<file path="src/sv/cas_pkg.sv">
// ----------------------------------------------------------------------------
// cas_pkg: shared types, constants and helpers for the attack set generator
// Piece codes, offset tables, the per-stage ray record and square helpers.
// ----------------------------------------------------------------------------
`timescale 1ns / 1ps

package cas_pkg;

  localparam int NUM_CELLS = 7;   // longest ray on an 8x8 board
  localparam int NUM_RAYS  = 4;

  localparam logic [2:0] CMD_WHITE_PAWN = 3'd0;
  localparam logic [2:0] CMD_BLACK_PAWN = 3'd1;
  localparam logic [2:0] CMD_KNIGHT     = 3'd2;
  localparam logic [2:0] CMD_KING       = 3'd3;
  localparam logic [2:0] CMD_ROOK       = 3'd4;
  localparam logic [2:0] CMD_BISHOP     = 3'd5;

  localparam logic signed [3:0] LEAP_DF [8] = '{-4'sd2, -4'sd2, -4'sd1, -4'sd1,
                                                 4'sd1,  4'sd1,  4'sd2,  4'sd2};
  localparam logic signed [3:0] LEAP_DR [8] = '{-4'sd1,  4'sd1, -4'sd2,  4'sd2,
                                                -4'sd2,  4'sd2, -4'sd1,  4'sd1};
  localparam logic signed [3:0] STEP_DF [8] = '{-4'sd1, -4'sd1, -4'sd1,  4'sd0,
                                                 4'sd0,  4'sd1,  4'sd1,  4'sd1};
  localparam logic signed [3:0] STEP_DR [8] = '{-4'sd1,  4'sd0,  4'sd1, -4'sd1,
                                                 4'sd1, -4'sd1,  4'sd0,  4'sd1};

  localparam logic signed [3:0] ORTH_DF [NUM_RAYS] = '{4'sd0, 4'sd0, 4'sd1, -4'sd1};
  localparam logic signed [3:0] ORTH_DR [NUM_RAYS] = '{4'sd1, -4'sd1, 4'sd0, 4'sd0};
  localparam logic signed [3:0] DIAG_DF [NUM_RAYS] = '{4'sd1, 4'sd1, -4'sd1, -4'sd1};
  localparam logic signed [3:0] DIAG_DR [NUM_RAYS] = '{4'sd1, -4'sd1, 4'sd1, -4'sd1};

  typedef struct packed {
    logic [2:0] file;
    logic [2:0] rank;
    logic       alive;
  } ray_t;

  typedef struct packed {
    logic                 diag;
    logic [63:0]          occ;
    logic [63:0]          acc;
    ray_t [NUM_RAYS-1:0]  ray;
  } stage_t;

  // Single-bit board for (file+df, rank+dr), empty when off the board.
  function automatic logic [63:0] spot(input logic [2:0] file, input logic [2:0] rank,
                                       input logic signed [3:0] df,
                                       input logic signed [3:0] dr);
    logic signed [3:0] nf;
    logic signed [3:0] nr;
    nf = $signed({1'b0, file}) + df;
    nr = $signed({1'b0, rank}) + dr;
    if (nf[3] || nr[3]) begin
      spot = 64'd0;
    end else begin
      spot = 64'd1 << {nr[2:0], nf[2:0]};
    end
  endfunction

  // Knight (king = 0) or king (king = 1) offset set.
  function automatic logic [63:0] offset_set(input logic [2:0] file, input logic [2:0] rank,
                                             input logic king);
    logic [63:0] acc;
    acc = 64'd0;
    for (int i = 0; i < 8; i++) begin
      if (king) begin
        acc = acc | spot(file, rank, STEP_DF[i], STEP_DR[i]);
      end else begin
        acc = acc | spot(file, rank, LEAP_DF[i], LEAP_DR[i]);
      end
    end
    return acc;
  endfunction

endpackage

</file>
<file path="src/sv/cas_req_if.sv">
// ----------------------------------------------------------------------------
// cas_req_if: request channel
// Valid/ready channel carrying piece kind, origin square and occupancy.
// ----------------------------------------------------------------------------
`timescale 1ns / 1ps

interface cas_req_if;
  logic        valid;
  logic        ready;
  logic [2:0]  command;
  logic [5:0]  square;
  logic [63:0] occupancy;

  modport source (output valid, output command, output square, output occupancy,
                  input ready);
  modport sink   (input valid, input command, input square, input occupancy,
                  output ready);
endinterface

</file>
<file path="src/sv/cas_rsp_if.sv">
// ----------------------------------------------------------------------------
// cas_rsp_if: result channel
// Valid/ready channel carrying the 64-bit attack set.
// ----------------------------------------------------------------------------
`timescale 1ns / 1ps

interface cas_rsp_if;
  logic        valid;
  logic        ready;
  logic [63:0] attacks;

  modport source (output valid, output attacks, input ready);
  modport sink   (input valid, input attacks, output ready);
endinterface

</file>
<file path="src/sv/cas_seed.sv">
// ----------------------------------------------------------------------------
// cas_seed: request decode
// Build the fixed-offset set for pawns, knight and king, and launch the four
// rays at the origin for rook and bishop.
// ----------------------------------------------------------------------------
`timescale 1ns / 1ps

module cas_seed (
  input  logic [2:0]      command,
  input  logic [5:0]      square,
  input  logic [63:0]     occupancy,
  output cas_pkg::stage_t seed
);

  logic [2:0] file;
  logic [2:0] rank;
  logic       slider;

  assign file   = square[2:0];
  assign rank   = square[5:3];
  assign slider = (command == cas_pkg::CMD_ROOK) || (command == cas_pkg::CMD_BISHOP);

  always_comb begin
    seed.diag = (command == cas_pkg::CMD_BISHOP);
    seed.occ  = occupancy;
    for (int d = 0; d < cas_pkg::NUM_RAYS; d++) begin
      seed.ray[d].file  = file;
      seed.ray[d].rank  = rank;
      seed.ray[d].alive = slider;
    end
    case (command)
      cas_pkg::CMD_WHITE_PAWN: begin
        seed.acc = cas_pkg::spot(file, rank, -4'sd1, 4'sd1)
                 | cas_pkg::spot(file, rank,  4'sd1, 4'sd1);
      end
      cas_pkg::CMD_BLACK_PAWN: begin
        seed.acc = cas_pkg::spot(file, rank, -4'sd1, -4'sd1)
                 | cas_pkg::spot(file, rank,  4'sd1, -4'sd1);
      end
      cas_pkg::CMD_KNIGHT: begin
        seed.acc = cas_pkg::offset_set(file, rank, 1'b0);
      end
      cas_pkg::CMD_KING: begin
        seed.acc = cas_pkg::offset_set(file, rank, 1'b1);
      end
      default: begin
        seed.acc = 64'd0;
      end
    endcase
  end

endmodule

</file>
<file path="src/sv/cas_cell.sv">
// ----------------------------------------------------------------------------
// cas_cell: one ray step
// Advance every live ray by one square, mark it, and stop the ray on the
// board edge or on the first occupied square. Register the beat.
// ----------------------------------------------------------------------------
`timescale 1ns / 1ps

module cas_cell (
  input  logic            clk,
  input  logic            rst,
  input  logic            in_valid,
  output logic            in_ready,
  input  cas_pkg::stage_t in_data,
  output logic            out_valid,
  input  logic            out_ready,
  output cas_pkg::stage_t out_data
);

  logic            valid;
  cas_pkg::stage_t data;
  cas_pkg::stage_t data_next;

  assign in_ready  = !valid || out_ready;
  assign out_valid = valid;
  assign out_data  = data;

  always_comb begin
    logic signed [3:0] df;
    logic signed [3:0] dr;
    logic signed [3:0] nf;
    logic signed [3:0] nr;
    logic [5:0]        idx;
    data_next = in_data;
    for (int d = 0; d < cas_pkg::NUM_RAYS; d++) begin
      df  = in_data.diag ? cas_pkg::DIAG_DF[d] : cas_pkg::ORTH_DF[d];
      dr  = in_data.diag ? cas_pkg::DIAG_DR[d] : cas_pkg::ORTH_DR[d];
      nf  = $signed({1'b0, in_data.ray[d].file}) + df;
      nr  = $signed({1'b0, in_data.ray[d].rank}) + dr;
      idx = {nr[2:0], nf[2:0]};
      if (in_data.ray[d].alive) begin
        if (nf[3] || nr[3]) begin
          data_next.ray[d].alive = 1'b0;
        end else begin
          data_next.acc           = data_next.acc | (64'd1 << idx);
          data_next.ray[d].file   = nf[2:0];
          data_next.ray[d].rank   = nr[2:0];
          data_next.ray[d].alive  = !in_data.occ[idx];
        end
      end
    end
  end

  always_ff @(posedge clk) begin
    if (rst) begin
      valid <= 1'b0;
    end else if (in_ready) begin
      valid <= in_valid;
    end
  end

  always_ff @(posedge clk) begin
    if (in_ready && in_valid) begin
      data <= data_next;
    end
  end

endmodule

</file>
<file path="src/sv/chess_attack_set_generator.sv">
// ----------------------------------------------------------------------------
// chess_attack_set_generator: bitboard attack set for one piece per beat
// Path: a request beat is registered in each of the seven ray cells in turn.
// Throughput: one beat per cycle; each cell stalls only when it and all cells
// downstream are full, so the chain keeps filling while a result waits.
// Reset: synchronous, active high; empties every cell, payload is not cleared.
// ----------------------------------------------------------------------------
`timescale 1ns / 1ps

module chess_attack_set_generator (
  input  logic         clk,
  input  logic         rst,
  cas_req_if.sink      req,
  cas_rsp_if.source    rsp
);

  // Chain of ray cells. Index 0 is the decoded request, index NUM_CELLS is
  // the last cell's register, which doubles as the result register.
  cas_pkg::stage_t                stage [cas_pkg::NUM_CELLS+1];
  logic [cas_pkg::NUM_CELLS:0]    vld;
  logic [cas_pkg::NUM_CELLS:0]    rdy;

  // Decode: pawns, knight and king finish here; sliders launch four rays
  // from the origin. The origin's own occupancy bit is never probed.
  cas_seed u_seed (
    .command   (req.command),
    .square    (req.square),
    .occupancy (req.occupancy),
    .seed      (stage[0])
  );

  assign vld[0]    = req.valid;
  assign req.ready = rdy[0];

  // Seven identical cells, each walking every ray one square further.
  // A rook or bishop ray never needs more than seven steps.
  for (genvar k = 0; k < cas_pkg::NUM_CELLS; k++) begin : g_cell
    cas_cell u_cell (
      .clk       (clk),
      .rst       (rst),
      .in_valid  (vld[k]),
      .in_ready  (rdy[k]),
      .in_data   (stage[k]),
      .out_valid (vld[k+1]),
      .out_ready (rdy[k+1]),
      .out_data  (stage[k+1])
    );
  end

  // Last cell holds the result beat until the sink takes it.
  assign rsp.valid                  = vld[cas_pkg::NUM_CELLS];
  assign rdy[cas_pkg::NUM_CELLS]    = rsp.ready;
  assign rsp.attacks                = stage[cas_pkg::NUM_CELLS].acc;

  // A request beat always lands in the first cell.
  a_first_cell_loads: assert property (@(posedge clk) disable iff (rst)
    req.valid && req.ready |=> vld[1])
    else $error("request beat did not enter the first cell");

  // A waiting result beat holds steady until the sink takes it.
  a_result_hold: assert property (@(posedge clk) disable iff (rst)
    rsp.valid && !rsp.ready |=> rsp.valid && $stable(rsp.attacks))
    else $error("result beat changed while waiting");

  // Reset empties the chain.
  a_reset_empty: assert property (@(posedge clk)
    rst |=> (vld[cas_pkg::NUM_CELLS:1] == '0))
    else $error("cell valid after reset");

  // A cell that is full and blocked downstream refuses new beats.
  a_backpressure: assert property (@(posedge clk) disable iff (rst)
    vld[1] && !rdy[1] |-> !rdy[0])
    else $error("first cell accepted while blocked");

endmodule
</file>
<file path="src/flat_wrapper.sv">
// flat-port wrapper written by rule: the top's interface ports become plain ports
module chess_attack_set_generator_flat 
  (clk, rst, req_valid, req_command, req_square, req_occupancy, req_ready, rsp_valid, rsp_attacks, rsp_ready);
  cas_req_if req_i ();
  cas_rsp_if rsp_i ();
  input  logic clk;
  input  logic rst;
  input wire logic [$bits(req_i.valid)-1:0] req_valid;
  input wire logic [$bits(req_i.command)-1:0] req_command;
  input wire logic [$bits(req_i.square)-1:0] req_square;
  input wire logic [$bits(req_i.occupancy)-1:0] req_occupancy;
  output wire logic [$bits(req_i.ready)-1:0] req_ready;
  output wire logic [$bits(rsp_i.valid)-1:0] rsp_valid;
  output wire logic [$bits(rsp_i.attacks)-1:0] rsp_attacks;
  input wire logic [$bits(rsp_i.ready)-1:0] rsp_ready;
  assign req_i.valid = req_valid;
  assign req_i.command = req_command;
  assign req_i.square = req_square;
  assign req_i.occupancy = req_occupancy;
  assign req_ready = req_i.ready;
  assign rsp_valid = rsp_i.valid;
  assign rsp_attacks = rsp_i.attacks;
  assign rsp_i.ready = rsp_ready;
  chess_attack_set_generator u_core (.clk(clk), .rst(rst), .req(req_i), .rsp(rsp_i));
endmodule
</file>
<file path="config.mk">
export PLATFORM = sky130hd
export DESIGN_NAME = chess_attack_set_generator_flat
export DESIGN_NICKNAME = d
export VERILOG_FILES = /design/src/sv/cas_pkg.sv /design/src/sv/cas_req_if.sv /design/src/sv/cas_rsp_if.sv /design/src/sv/cas_seed.sv /design/src/sv/cas_cell.sv /design/src/sv/chess_attack_set_generator.sv /design/src/flat_wrapper.sv
export SDC_FILE = /design/constraint.sdc
export NUM_CORES = 2
export LEC_CHECK = 0
export ABC_CLOCK_PERIOD_IN_PS = 8280
export BUFFER_PORTS_ARGS = -buffer_cell sky130_fd_sc_hd__buf_2
export CORE_MARGIN = 10
export CORE_UTILIZATION = 31
export DETAILED_ROUTE_END_ITERATION = 10
export HOLD_SLACK_MARGIN = 0.02
export SETUP_SLACK_MARGIN = 0.5
export SLEW_MARGIN = 15
export SYNTH_ARGS = -nofsm -noshare
export SYNTH_HDL_FRONTEND = slang
export SYNTH_HIERARCHICAL = 1
export SYNTH_SLANG_ARGS = --single-unit
</file>
<file path="constraint.sdc">
create_clock -name clk -period 8.28 [get_ports clk]
set_input_delay 0.414 -clock clk [delete_from_list [all_inputs] [get_ports clk]]
set_output_delay 0.414 -clock clk [all_outputs]
set_load 0.005 [all_outputs]
</file>
Word level (Yosys, flattened, before mapping):

Index checks and enable logic that the tools add are counted.

* flip-flop bits (word level): 1013
* bits of input ports: 77
* output and inout bits: 66
* logic and storage cells: 646

* $add $sub $neg: 60
* $lt $le $gt $ge: 25
* equality and inequality tests: 5
* shifts and indexed selects: 44
* mux-type cells: 237
* bitwise gates (word level): 65
* reduce and logical (&&, ||, !) cells: 112

Operators by type and width (count)
* 64-bit 2-to-1 mux: 90
* 64-bit bitwise OR: 44
* 1-bit by 6-bit << shifter with 64-bit output, first input constant: 44
* 71-bit 2-to-1 mux: 7
* 70-bit 2-to-1 mux: 7
* 64-bit case mux with 4 select lines: 1
* 6-bit by 7-bit less-than comparator with 1-bit output, second input constant: 25
* 1-bit binary-select mux with 6-bit select: 25
* 7-bit 2-to-1 mux: 18
* 4-bit adder: 27
* 6-bit 2-to-1 mux: 18
* 1-bit 2-to-1 mux: 57
* 4-bit by 1-bit adder with 4-bit output, second input constant: 14
* 4-bit 2-to-1 mux: 14
* 1-bit logical OR: 48
* 2-bit OR reduction: 24
* 3-bit by 1-bit adder with 4-bit output, second input constant: 8
* 1-bit logical NOT: 32
* 3-bit by 1-bit adder with 4-bit output: 7
* 1-bit NOT: 21
* 3-bit by 2-bit adder with 4-bit output, second input constant: 2
* 4-bit by 2-bit adder with 4-bit output, second input constant: 2
* 1-bit logical AND: 7
* 3-bit by 2-bit equality test with 1-bit output, second input constant: 2
* 3 further kinds: 4

Logic depth before layout (Yosys ltp):

* depth in word-level cells: 30
* mapped depth: 15
* depth with buffers taken out: 10

Cells and area by module:

The synthesis kept the hierarchy.

By module, submodules not included
* cas_cell (u_core.g_cell[4].u_cell ...): times used 3, cells an instance 757, area each 9530.4 sq um, seq. area each 4734.5 sq um
* cas_cell (u_core.g_cell[1].u_cell ...): times used 2, cells an instance 761, area each 9660.5 sq um, seq. area each 4734.5 sq um
* cas_cell (u_core.g_cell[0].u_cell): times used 1, cells an instance 909, area each 10169.8 sq um, seq. area each 4734.5 sq um
* cas_cell (u_core.g_cell[3].u_cell): times used 1, cells an instance 727, area each 9514.1 sq um, seq. area each 4734.5 sq um
* cas_seed: times used 1, cells an instance 1197, area each 7604.8 sq um, seq. area each 0.0 sq um

Least setup slack after synthesis:

Ideal clock, no wire load.

* kind: input-to-reg
* start: in rsp_ready
* end: reg u_core.g_cell[0].u_cell.data (netlist bit u_core/g_cell[0].u_cell/out_data[0]), enable pin
* library setup time: 0.536 ns
* data arrival time: 4.897 ns
* required time: 7.744 ns
* path slack: 2.847 ns
* stages on the path: 8
* path buffers: 0
* cells stage by stage: nand2b_1 > nand2b_1 > nand2b_1 > nand2b_1 > nand2b_1 > nand2b_1 > nand2b_1 > and2_1

* cells in the longest elaborated chain, start to end: 8

RTL lines
* start: declaration: RTL line flat_wrapper.sv:15 `input wire logic [$bits(rsp_i.ready)-1:0] rsp_ready;`
* 1-bit logical OR (2 in series): RTL line cas_cell.sv:23 `assign in_ready = !valid || out_ready;`
* net u_core.rdy, one bit: RTL line chess_attack_set_generator.sv:21 `logic [cas_pkg::NUM_CELLS:0] rdy;`
* 1-bit logical OR: RTL line cas_cell.sv:23
* net u_core.rdy, one bit: RTL line chess_attack_set_generator.sv:21
* 1-bit logical OR: RTL line cas_cell.sv:23
* net u_core.rdy, one bit: RTL line chess_attack_set_generator.sv:21
* 1-bit logical OR: RTL line cas_cell.sv:23
* net u_core.rdy, one bit: RTL line chess_attack_set_generator.sv:21
* 1-bit logical OR: RTL line cas_cell.sv:23
* net u_core.rdy, one bit: RTL line chess_attack_set_generator.sv:21
* 1-bit logical OR: RTL line cas_cell.sv:23
* net req_ready: RTL line flat_wrapper.sv:12 `output wire logic [$bits(req_i.ready)-1:0] req_ready;`
* 1-bit logical AND: RTL line cas_cell.sv:62 `if (in_ready && in_valid) begin`
* end signal: assignment: RTL line cas_cell.sv:63 `data <= data_next;`
* end: declaration: RTL line cas_cell.sv:20 `cas_pkg::stage_t data;`

The timed path passes the listed nets, and every way through them passes these cells.
A chain may end at the register's enable or synchronous reset.

==> reports/summary.txt <==
Critical Path Start Type -> input port
CP Launch Point -> req_square[1]
H-tree depth -> 3
Nets -> 6346
Status -> complete, no violations
Yosys Warn Count -> 6
DIE WIDTH -> 489 µm
Io pins -> 143
Worst hold path type -> in -> reg
Clock network latency to the later pin of the worst-skew pair -> 0.72 ns
DRT Wirelength -> 284 mm
Clock Path Buffers -> 3
DRC viols -> 0
First-pass GRT wire length -> 413 mm
Final setup viols -> 0
CP arrival -> 5.47 ns
Post-CTS Repair Setup Buffers -> 0
Post-synthesis cell area -> 68100 µm²
Area Growth Syn to Fin -> 9.33%
Sink Count -> 949
Largest net degree at the start of global routing -> 85
Reg2reg end -> u_core/g_cell[3].u_cell/out_data[21]
Crit path kind -> in -> reg
Slew Viols, Final -> 0
R2r worst-path depth -> 7
Wire length per cell -> 31.5 µm
Crit path to -> u_core/g_cell[0].u_cell/out_data[32]
CP Cell Sequence -> buf_2 > inv_1 > ha_1 > buf_4 > nand2b_1 > a21oi_2 > nor2_1 > o311ai_1 > o211ai_1 > a211oi_1 > nand2_1
Worst endpoint required time -> 8.74 ns
Share of cells above drive strength 1 -> 15.7%
CP max stage cell -> a21oi_2
Total CTS buffers -> 96
Crit Reg-Reg Startpoint -> u_core/g_cell[2].u_cell/out_data[25]
Fmax -> 200 MHz
Drt initial violations -> 8668
Buffers on Ports -> 142
Initial core utilization -> 31.1%
Synth Area per Inst -> 11.0 µm²
Root buf cell -> clkbuf_16
Crit path depth -> 11
LEAKAGE -> 23.6 nW
MaxCap Viol Count -> 0
Routed Antenna Nets -> 0
Antenna violations before repair -> 3
CP Capture Type -> register
Non-Filler Instances -> 9036
Via count -> 60126
Post-synthesis net count -> 6476
Delay-heaviest family, CP -> compound AO/OA/AOI/OAI gates
Rows -> 172
Worst-Margin Slew -> 1.30 ns
HPWL Detailed -> 216 mm
Via density -> 6.65
Core area -> 219000 µm²
Post-route clock period utilization -> 60.5%
Vias in the first global route -> 57465
Fill count -> 21703
Hold Fails Final Rpt -> 0
CTS tree -> built
Worst VDD drop -> 0.000182 V
Clock skew -> 0.0215 ns
Die Area -> 239000 µm²
Min Tclk post-route -> 5.01 ns
RSZ-0062 raised after global routing -> no
Global placement routability congestion -> 1.06
Crit-path max FO -> 20
Setup TNS -> 0 ns
Clk pin slew, worst setup/hold paths -> 0.06 ns
Worst path max stage delay -> 0.98 ns
DP Cell Count -> 8793
Reg2Reg Setup Slack -> 4.05 ns
Die height -> 489 µm
DRT Pass-1 Iters -> 9
GR Overflow Total -> 0
All-Layer GR Usage -> 22.8%
Slew HR -> 12.5%
Post-Synthesis Cells -> 6214
Crit path buf inv count -> 3
Pwr Density -> 166 nW/µm²
per-stage QoR:
| step | hold slack (ns) | setup WS (ns) | total power (W) | utilization, % | instance area (µm²) |
|---|---|---|---|---|---|
| floorplan | 0.428 | 2.85 | 0.00720 | - | 68100 |
| global placement | 0.448 | 2.63 | 0.00794 | 32.2 | 70700 |
| detailed placement | 0.458 | 2.84 | 0.00796 | 32.3 | 70700 |
| CTS | 0.0200 | 3.59 | 0.0123 | 34.0 | 74400 |
| global route | 0.0213 | 3.39 | 0.0127 | 34.0 | 74500 |
| finish | 0.0560 | 3.27 | 0.0123 | 34.0 | 74500 |
power breakdown:
group          internal [W]  leakage, nW  switching, W
Clock               0.00243         1.51       0.00192
Combinational      0.000800         13.3       0.00159
Sequential          0.00543         8.80      0.000166
worst min path at each step:
stage | start | end | slack, ns | depth (start not counted)
global route | req_occupancy[4] | u_core/g_cell[0].u_cell/out_data[96] | 0.02 | 1
global placement | u_core/g_cell[0].u_cell/out_valid | u_core/g_cell[1].u_cell/out_valid | 0.45 | 2
detailed placement | u_core/g_cell[1].u_cell/out_valid | u_core/g_cell[2].u_cell/out_valid | 0.46 | 2
CTS | req_occupancy[4] | u_core/g_cell[0].u_cell/out_data[96] | 0.02 | 1
floorplan | u_core/g_cell[0].u_cell/out_valid | u_core/g_cell[1].u_cell/out_valid | 0.43 | 2
finish | req_occupancy[5] | u_core/g_cell[0].u_cell/out_data[97] | 0.06 | 1
area by class of cell:
class                      count  area (µm²)  share of cell area [%]
sequential                   949       28400                    38.2
timing repair buffer         354        2470                    3.31
multi-input combinational   4599       36500                    49.1
clock buffer                 108        2490                    3.34
tap                         2871        3590                    4.82
inverter                      84         315                   0.423
clock inverter                68         637                   0.855
antenna                        3        7.51                  0.0101
repair_timing:
action,in CTS,in global routing
endpoints found under the setup margin,0,0
hold buffers,64,0
gates resized for setup,0,0
endpoints found under the hold margin,67,0
cell usage in the layout (no fill, tap or decap), drive strengths merged, types with 45 or more instances in the layout:
cell type    instances
edfxtp             942
nand2              847
a221oi             421
nor2               367
o221ai             355
mux4               344
nand3              292
buf                290
nor3               177
ha                 171
a21oi              139
o21ai              133
clkbuf             108
xnor2               99
o22ai               95
inv                 89
nand2b              82
mux2i               74
a22oi               72
nor2b               67
dlygate4sd3         64
a211oi              64
o211ai              63
nand4               62
mux2                59
xor2                58
and2                54
a31oi               47
clkinv              45
flip-flops by register name (all words and copies together) (netlist names):
| register | flops |
|---|---|
| u_core/g_cell.u_cell/out_data | 942 |
| u_core/g_cell.u_cell/out_valid | 7 |
per-layer routing:
layer | wire length (µm) | up-vias | global-route usage [%] | part of all wire (%)
met5 | 9 | - | 0 | 0.0032
met4 | 18000 | 2 | 11.5 | 6.3
met3 | 27000 | 1004 | 4.57 | 9.5
met2 | 129000 | 4567 | 36.5 | 45
met1 | 110000 | 29509 | 29.2 | 39
li1 | - | 25044 | - | -
Note: power is estimated with default switching activity, not from simulation.
